<file path="config.mk">
export PLATFORM = sky130hd
export DESIGN_NAME = tcfw_ctrl
export DESIGN_NICKNAME = d
export VERILOG_FILES = /design/src/hw/rtl/tcfw_pkg.sv /design/src/hw/rtl/tcfw_ctrl.sv
export SDC_FILE = /design/constraint.sdc
export NUM_CORES = 1
export LEC_CHECK = 0
export ABC_AREA = 1
export BUFFER_PORTS_ARGS = -buffer_cell sky130_fd_sc_hd__buf_2
export CORE_MARGIN = 2
export CORE_UTILIZATION = 55
export CTS_CLUSTER_DIAMETER = 80
export DETAILED_ROUTE_END_ITERATION = 10
export HOLD_SLACK_MARGIN = 0.15
export PLACE_DENSITY_LB_ADDON = 0.15
export SLEW_MARGIN = 20
export SYNTH_ARGS = -nofsm -noshare
export SYNTH_HDL_FRONTEND = slang
export SYNTH_SLANG_ARGS = --single-unit
</file>
<file path="constraint.sdc">
create_clock -name clk -period 3.35 [get_ports clk]
set_input_delay 0.335 -clock clk [delete_from_list [all_inputs] [get_ports clk]]
set_output_delay 0.335 -clock clk [all_outputs]
set_load 0.01 [all_outputs]
</file>
<file path="src/hw/rtl/tcfw_pkg.sv">
package tcfw_pkg;

    // Field widths of the request and result items
    localparam int CHAR_W     = 8;
    localparam int VROW_W     = 5;
    localparam int VCOL_W     = 7;
    localparam int CCOL_W     = 7;
    localparam int CROW_W     = 5;
    localparam int TOP_W      = 5;
    localparam int ROWS_CFG_W = 6;
    localparam int COLS_CFG_W = 8;
    localparam int CFG_DATA_W = 8;
    localparam int WRAP_W     = 8;

    // Command kinds carried in tuser
    localparam logic CMD_WRITE = 1'b0;
    localparam logic CMD_READ  = 1'b1;

    // Register indexes
    localparam logic CFG_ROWS = 1'b0;
    localparam logic CFG_COLS = 1'b1;

    // Control characters
    localparam logic [CHAR_W-1:0] CH_BACKSPACE = 8'd8;
    localparam logic [CHAR_W-1:0] CH_NEWLINE   = 8'd10;
    localparam logic [CHAR_W-1:0] CH_FORMFEED  = 8'd12;
    localparam logic [CHAR_W-1:0] CH_NUL       = 8'd0;

    localparam logic [WRAP_W-1:0] WRAP_MAX = 8'd255;

    typedef enum logic [1:0] {
        ST_IDLE,
        ST_READ,
        ST_CLEAR_ALL,
        ST_CLEAR_ROW
    } tcfw_state_t;

    // Cell memory access control
    typedef struct packed {
        logic en;
        logic we;
    } ram_req_t;

endpackage

</file>
<file path="src/hw/rtl/tcfw_ctrl.sv">
module tcfw_ctrl
    import tcfw_pkg::*;
#(
    parameter int MAX_ROWS = 32,
    parameter int MAX_COLS = 128
)
(
    input  logic                                clk,
    input  logic                                rst_n,
    input  logic                                cfg_clear,
    input  logic [$clog2(MAX_ROWS+1)-1:0]       eff_rows,
    input  logic [$clog2(MAX_COLS+1)-1:0]       eff_cols,
    input  logic                                in_valid,
    output logic                                in_ready,
    input  logic                                command,
    input  logic [CHAR_W-1:0]                   char_code,
    input  logic [VROW_W-1:0]                   view_row,
    input  logic [VCOL_W-1:0]                   view_col,
    output logic                                out_valid,
    input  logic                                out_ready,
    output logic [CHAR_W-1:0]                   cell_value,
    output logic [CCOL_W-1:0]                   cursor_column,
    output logic [CROW_W-1:0]                   cursor_ring_row,
    output logic [TOP_W-1:0]                    top_ring_row,
    output ram_req_t                            ram_req,
    output logic [$clog2(MAX_ROWS)+$clog2(MAX_COLS)-1:0] ram_addr,
    output logic [CHAR_W-1:0]                   ram_wdata,
    input  logic [CHAR_W-1:0]                   ram_rdata
);

    localparam int RW  = $clog2(MAX_ROWS);
    localparam int CW  = $clog2(MAX_COLS);
    localparam int RNW = $clog2(MAX_ROWS+1);
    localparam int RW1 = RW + 1;
    localparam logic [RW-1:0] SWEEP_ROW_LAST = RW'(MAX_ROWS - 1);
    localparam logic [CW-1:0] SWEEP_COL_LAST = CW'(MAX_COLS - 1);

    tcfw_state_t state_reg, state_next;

    logic [CW-1:0]     col_reg, col_next;
    logic [RW-1:0]     row_reg, row_next;
    logic [RW-1:0]     top_reg, top_next;
    logic [WRAP_W-1:0] wrap_reg, wrap_next;
    logic [RW-1:0]     sweep_row_reg, sweep_row_next;
    logic [CW-1:0]     sweep_col_reg, sweep_col_next;
    logic              out_valid_reg, out_valid_next;
    logic [CHAR_W-1:0] out_cell_reg, out_cell_next;
    logic [CW-1:0]     out_col_reg, out_col_next;
    logic [RW-1:0]     out_row_reg, out_row_next;
    logic [RW-1:0]     out_top_reg, out_top_next;

    // Effect of the offered request on the cursor and the store
    logic [CW-1:0]     n_col;
    logic [RW-1:0]     n_row;
    logic [RW-1:0]     n_top;
    logic [WRAP_W-1:0] n_wrap;
    logic              st_en;
    logic [RW-1:0]     st_row;
    logic [CW-1:0]     st_col;
    logic [CHAR_W-1:0] st_data;
    logic              row_clear;
    logic              full_clear;
    logic              is_read;
    logic              rd_ok;
    logic [RW-1:0]     rd_row;
    logic [CW-1:0]     rd_col;
    logic              accept;
    logic              sweep_done;

    assign accept = in_valid && in_ready;

    // Evaluate the request against the current cursor
    always_comb
    begin : item_eval
        logic [RW-1:0]  rows_last;
        logic [CW-1:0]  cols_last;
        logic [RW-1:0]  row_inc;
        logic [RW-1:0]  row_dec;
        logic [RW-1:0]  top_inc;
        logic [RW1-1:0] rd_sum;
        logic [RW1-1:0] rows_ext;

        rows_last = RW'(eff_rows - RNW'(1));
        cols_last = CW'(eff_cols - 1'b1);
        row_inc   = (row_reg == rows_last) ? '0 : RW'(row_reg + 1'b1);
        row_dec   = (row_reg == '0) ? rows_last : RW'(row_reg - 1'b1);
        top_inc   = (top_reg == rows_last) ? '0 : RW'(top_reg + 1'b1);
        rows_ext  = RW1'(eff_rows);
        rd_sum    = {1'b0, top_reg} + RW1'(RW'(view_row));

        n_col      = col_reg;
        n_row      = row_reg;
        n_top      = top_reg;
        n_wrap     = wrap_reg;
        st_en      = 1'b0;
        st_row     = row_reg;
        st_col     = col_reg;
        st_data    = char_code;
        row_clear  = 1'b0;
        full_clear = 1'b0;
        is_read    = (command == CMD_READ);
        rd_ok      = (32'(view_row) < 32'(eff_rows)) && (32'(view_col) < 32'(eff_cols));
        rd_row     = (rd_sum >= rows_ext) ? RW'(rd_sum - rows_ext) : RW'(rd_sum);
        rd_col     = CW'(view_col);

        if (!is_read)
        begin
            case (char_code)
                CH_BACKSPACE:
                begin
                    if (col_reg != '0)
                    begin
                        n_col = CW'(col_reg - 1'b1);
                    end
                    else if (wrap_reg != '0)
                    begin
                        n_col  = cols_last;
                        n_row  = row_dec;
                        n_wrap = WRAP_W'(wrap_reg - 1'b1);
                    end
                    st_en   = 1'b1;
                    st_row  = n_row;
                    st_col  = n_col;
                    st_data = CH_NUL;
                end
                CH_NEWLINE:
                begin
                    n_col  = '0;
                    n_wrap = '0;
                    n_row  = row_inc;
                    if (row_inc == top_reg)
                    begin
                        n_top     = top_inc;
                        row_clear = 1'b1;
                    end
                end
                CH_FORMFEED:
                begin
                    n_col      = '0;
                    n_row      = '0;
                    n_top      = '0;
                    n_wrap     = '0;
                    full_clear = 1'b1;
                end
                default:
                begin
                    st_en = 1'b1;
                    if (col_reg == cols_last)
                    begin
                        n_col  = '0;
                        n_wrap = (wrap_reg == WRAP_MAX) ? wrap_reg
                                                        : WRAP_W'(wrap_reg + 1'b1);
                        n_row  = row_inc;
                        if (row_inc == top_reg)
                        begin
                            n_top     = top_inc;
                            row_clear = 1'b1;
                        end
                    end
                    else
                    begin
                        n_col = CW'(col_reg + 1'b1);
                    end
                end
            endcase
        end
    end

    assign sweep_done = (sweep_col_reg == SWEEP_COL_LAST) &&
                        ((state_reg == ST_CLEAR_ROW) || (sweep_row_reg == SWEEP_ROW_LAST));

    // Next state
    always_comb
    begin
        state_next = state_reg;
        case (state_reg)
            ST_IDLE:
            begin
                if (accept)
                begin
                    if (is_read && rd_ok)
                    begin
                        state_next = ST_READ;
                    end
                    else if (full_clear)
                    begin
                        state_next = ST_CLEAR_ALL;
                    end
                    else if (row_clear)
                    begin
                        state_next = ST_CLEAR_ROW;
                    end
                end
            end
            ST_READ:
            begin
                state_next = ST_IDLE;
            end
            ST_CLEAR_ALL, ST_CLEAR_ROW:
            begin
                if (sweep_done)
                begin
                    state_next = ST_IDLE;
                end
            end
            default:
            begin
                state_next = ST_IDLE;
            end
        endcase
        if (cfg_clear)
        begin
            state_next = ST_CLEAR_ALL;
        end
    end

    // Outputs: handshake and memory port
    always_comb
    begin
        in_ready    = 1'b0;
        ram_req.en  = 1'b0;
        ram_req.we  = 1'b0;
        ram_addr    = {st_row, st_col};
        ram_wdata   = st_data;
        case (state_reg)
            ST_IDLE:
            begin
                in_ready = !out_valid_reg || out_ready;
                if (is_read)
                begin
                    ram_addr   = {rd_row, rd_col};
                    ram_req.en = accept && rd_ok;
                end
                else
                begin
                    ram_req.en = accept && st_en;
                    ram_req.we = 1'b1;
                end
            end
            ST_CLEAR_ALL, ST_CLEAR_ROW:
            begin
                ram_req.en = 1'b1;
                ram_req.we = 1'b1;
                ram_addr   = {sweep_row_reg, sweep_col_reg};
                ram_wdata  = CH_NUL;
            end
            default:
            begin
                in_ready = 1'b0;
            end
        endcase
    end

    // Next values of cursor, sweep counters and result register
    always_comb
    begin
        col_next       = col_reg;
        row_next       = row_reg;
        top_next       = top_reg;
        wrap_next      = wrap_reg;
        sweep_row_next = sweep_row_reg;
        sweep_col_next = sweep_col_reg;
        out_valid_next = out_valid_reg;
        out_cell_next  = out_cell_reg;
        out_col_next   = out_col_reg;
        out_row_next   = out_row_reg;
        out_top_next   = out_top_reg;

        if (out_valid_reg && out_ready)
        begin
            out_valid_next = 1'b0;
        end

        // Advance the clearing sweep
        if ((state_reg == ST_CLEAR_ALL) || (state_reg == ST_CLEAR_ROW))
        begin
            if (sweep_col_reg == SWEEP_COL_LAST)
            begin
                sweep_col_next = '0;
                if (state_reg == ST_CLEAR_ALL)
                begin
                    sweep_row_next = RW'(sweep_row_reg + 1'b1);
                end
            end
            else
            begin
                sweep_col_next = CW'(sweep_col_reg + 1'b1);
            end
        end

        // Take a request: update cursor and post its result unless a read is due
        if (accept)
        begin
            col_next  = n_col;
            row_next  = n_row;
            top_next  = n_top;
            wrap_next = n_wrap;
            if (full_clear)
            begin
                sweep_row_next = '0;
                sweep_col_next = '0;
            end
            else if (row_clear)
            begin
                sweep_row_next = n_row;
                sweep_col_next = '0;
            end
            if (!(is_read && rd_ok))
            begin
                out_valid_next = 1'b1;
                out_cell_next  = CH_NUL;
                out_col_next   = n_col;
                out_row_next   = n_row;
                out_top_next   = n_top;
            end
        end

        // Post the read result once the memory data is back
        if (state_reg == ST_READ)
        begin
            out_valid_next = 1'b1;
            out_cell_next  = ram_rdata;
            out_col_next   = col_reg;
            out_row_next   = row_reg;
            out_top_next   = top_reg;
        end

        // Home everything on a register write
        if (cfg_clear)
        begin
            col_next       = '0;
            row_next       = '0;
            top_next       = '0;
            wrap_next      = '0;
            sweep_row_next = '0;
            sweep_col_next = '0;
        end
    end

    // Control registers
    always_ff @(posedge clk or negedge rst_n)
    begin
        if (!rst_n)
        begin
            state_reg     <= ST_CLEAR_ALL;
            col_reg       <= '0;
            row_reg       <= '0;
            top_reg       <= '0;
            wrap_reg      <= '0;
            sweep_row_reg <= '0;
            sweep_col_reg <= '0;
            out_valid_reg <= 1'b0;
        end
        else
        begin
            state_reg     <= state_next;
            col_reg       <= col_next;
            row_reg       <= row_next;
            top_reg       <= top_next;
            wrap_reg      <= wrap_next;
            sweep_row_reg <= sweep_row_next;
            sweep_col_reg <= sweep_col_next;
            out_valid_reg <= out_valid_next;
        end
    end

    // Result payload
    always_ff @(posedge clk)
    begin
        out_cell_reg <= out_cell_next;
        out_col_reg  <= out_col_next;
        out_row_reg  <= out_row_next;
        out_top_reg  <= out_top_next;
    end

    assign out_valid       = out_valid_reg;
    assign cell_value      = out_cell_reg;
    assign cursor_column   = CCOL_W'(out_col_reg);
    assign cursor_ring_row = CROW_W'(out_row_reg);
    assign top_ring_row    = TOP_W'(out_top_reg);

endmodule

</file>
==> impl_metrics.tcl <==
set metrics [dict create \
    finalPower_mw 2.53 \
    track_usage 0.318 \
    reg2reg_depth 7 \
    place_hpwl_mm 14.6 \
    cts_root_buf "clkbuf_16" \
    slowest_stage "dfrtp_1" \
    antenna_found_initial 0 \
    setup_viol 5 \
    slew_violations 0 \
    setup_tns_ps -694 \
    start_kind "flop" \
    diodes 0 \
    syn_area_um2 6260 \
    tightest_slew_ps 1090 \
    ys_types 50 \
    fp.dieW_um 111 \
    r2r-start "state_reg[1]" \
    cp.required_ps 3010 \
    min_period_over_period 1.05 \
    start_util 0.570 \
    finalHoldViolCount 0 \
    p_per_area_nw_per_um2 338 \
    numCtsBuffers 9 \
    period_minus_slack_ps 3530 \
    area_growth_pct 19.6 \
    cts_tree "built" \
    first_pass_iters 5 \
    r2r_setup_slack_ps 560 \
    slowest_delay_ps 360 \
    clock_sinks 65 \
    instances_no_fill 1187 \
    setup_ws_ps -177 \
    synth-seq-cells 65 \
    port_buffers 96 \
    hp-class "input pin to flop" \
    wl_per_cell_um 16.4 \
    design_area_um2 7490 \
    grt_pass1_wl_mm 31.4 \
    violations "setup timing" \
    htree_levels 3 \
    hold_depth 3 \
    vias 6727 \
    status "complete, but fails checks" \
    grt_pass1_vias 6306 \
    clock_skew_ps 6.76 \
    globalplace.congestion 0.948 \
    wl_mm 19.5 \
    maxCapViolCount 0 \
    crit_top_cell "inv_2" \
    swShare 0.352 \
    postSynthAreaPerCell_um2 6.79 \
    p_leak_nw 3.82 \
    die_height_um 111 \
    clk_pin_slew_ps 60 \
    grt_overflow 0 \
    avgViaCountPerCell 5.67 \
    drive_gt1_frac 0.208 \
    p_comb_frac 0.288 \
    hold_path_end "cell_value[1]" \
    seq_area_frac_synth 0.280 \
    coreArea_um2 11000 \
    placed_area_um2 7080 \
    path_cells "ha_2, inv_2, fa_2, o21ai_2, xor2_1, inv_1, ha_4, nand2_2, inv_2, a221oi_2, nand3_2, inv_2, o21ai_0, a21oi_1, o22ai_1, nand2_1, o21ai_1, buf_2" \
    clk_path_buf_depth 2 \
    nNetsFinal 1131 \
    dieArea_um2 12300 \
    reg2reg_to "col_reg[3]" \
    grt_max_degree 41 \
    hp-start "ram_rdata[1]" \
    antenna_left 0 \
    rows 38 \
    grt_setup_unrepaired "true" \
    fmax_ghz 0.284 \
    critPathMaxFanout 4 \
    synth_warnings 0 \
    synth_nets 1012 \
    drc 0 \
    worstPathArrival_ps 3190 \
    clk-insertion-delay-late_ps 350 \
    end_kind "output port" \
    slew_headroom 0.270 \
    power.switching_uw 890 \
    vdd_ir_drop_max_v 0.000294 \
    clkPwrFrac 0.350 \
    drtIter0Drc 484 \
    intPower_mw 1.64 \
    syn_inst 923 \
    path_class "flop to output port" \
    p_seq_frac 0.361 \
    placed_cells 1166 \
    ios 97 \
]
cells in the mapped netlist (all sizes together):
library cell | n | area, um^2
nand3b | 6 | 45.0
fa | 3 | 60.1
a211oi | 1 | 12.5
o2111ai | 1 | 8.76
a21oi | 28 | 140
xor2 | 29 | 254
and2 | 2 | 12.5
clkinv | 2 | 7.51
o311ai | 6 | 52.6
nand4 | 18 | 119
clkbuf | 20 | 76.3
xnor2 | 9 | 78.8
o31ai | 1 | 7.51
a221oi | 1 | 8.76
or2 | 1 | 6.26
buf | 13 | 70.1
mux2i | 2 | 20.0
o21bai | 3 | 22.5
a21o | 2 | 15.0
nand3 | 75 | 420
ha | 38 | 475
nor4 | 2 | 12.5
inv | 121 | 454
nand2 | 226 | 871
o21ai | 91 | 459
o22ai | 12 | 75.1
a31oi | 3 | 18.8
o211ai | 13 | 97.6
o21a | 1 | 7.51
dfrtp | 39 | 976
dfstp | 1 | 26.3
nor3 | 7 | 35.0
nor2 | 115 | 516
o221ai | 5 | 43.8
o2bb2ai | 1 | 8.76
edfxtp | 25 | 751
metrics by stage:
step / setup slack, ps / utilization / hold slack [ps]
2_1_floorplan: 131 / - / 39.4
3_5_place_dp: -223 / 0.645 / 541
5_1_grt: -332 / 0.682 / 305
6_report: -177 / 0.682 / 285
3_3_place_gp: -188 / 0.645 / 530
4_1_cts: -166 / 0.678 / 198
kinds of logic after synthesis:
logic type                 Yosys count  synth area share
and+or+nand+nor                    452             0.325
DFF                                 65             0.280
adders and majority gates           41            0.0855
AOI/OAI and AO/OA                  169             0.156
muxes                                2           0.00320
xor gates and xnor gates            38            0.0531
buffers and inverters              156            0.0971
final cells by class:
class                   instances  area [um^2]
clock buffers                   9          225
repair buffers                141          827
clock inverters                 7         45.0
fillers                       984         3490
well taps                     140          175
inverters                     123          462
flip-flops and latches         65         1750
multi-input cells             702         4010
how the worst max path moves through the flow:
stage | from | end | cells after the start
after global routing | top_reg[0] | ram_addr[10] | 18
after detailed placement | view_row[0] | ram_addr[10] | 19
final | top_reg[0] | ram_addr[9] | 18
after global placement | view_row[0] | ram_addr[10] | 19
after CTS | top_reg[0] | ram_addr[9] | 18
after floorplan | top_reg[1] | ram_addr[11] | 14
cell usage in the layout (no fill, tap or decap), drive strengths merged:
| master | instances |
|---|---|
| fa | 3 |
| nand4 | 18 |
| edfxtp | 25 |
| nor2 | 115 |
| xor2 | 29 |
| o2111ai | 1 |
| a221oi | 1 |
| o311ai | 6 |
| a21o | 2 |
| o21ai | 91 |
| xnor2 | 9 |
| a211oi | 1 |
| dfrtp | 39 |
| buf | 140 |
| nor4 | 2 |
| o2bb2ai | 1 |
| clkinv | 6 |
| a31oi | 3 |
| a21oi | 28 |
| nand2 | 226 |
| mux2i | 2 |
| o21a | 1 |
| nand3 | 75 |
| clkinvlp | 2 |
| ha | 38 |
| and2 | 2 |
| dfstp | 1 |
| or2 | 1 |
| dlygate4sd3 | 1 |
| clkbuf | 9 |
| o211ai | 13 |
| o31ai | 1 |
| inv | 122 |
| nand3b | 6 |
| o221ai | 5 |
| o21bai | 3 |
| o22ai | 12 |
| nor3 | 7 |
power groups by stage:
stage	logic, mW	clock network (mW)	registers [mW]
floorplan	0.439	0	0.926
global placement	0.679	0	0.927
detailed placement	0.689	0	0.928
CTS	0.711	0.890	0.913
global route	0.815	0.930	0.918
finish	0.729	0.886	0.914
worst max-delay path: cells and delay by family (launching register included):
kind / cells / cell delay [ps]
adders and majority gates: 3 / 770
AOI/OAI and AO/OA: 6 / 760
buffers and inverters: 5 / 470
DFF: 1 / 360
and+or+nand+nor: 3 / 300
xor gates and xnor gates: 1 / 160
per-layer routing:
| layer | share of wire | GRT usage | up-vias |
|---|---|---|---|
| met5 | 0 | 0 | - |
| met4 | 0.039 | 0.149 | 0 |
| met3 | 0.065 | 0.0388 | 49 |
| met2 | 0.48 | 0.547 | 271 |
| met1 | 0.42 | 0.396 | 3098 |
| li1 | - | - | 3309 |
what timing repair did:
| action | in CTS | in global routing |
|---|---|---|
| resized for setup | 27 | 7 |
| endpoints found under the setup margin | 5 | 5 |
| setup buffers | 4 | 0 |
| endpoints found under the hold margin | 0 | 39 |
| hold buffers | 0 | 1 |
| pin swaps | 9 | 10 |
(Power assumes the default switching activity.)
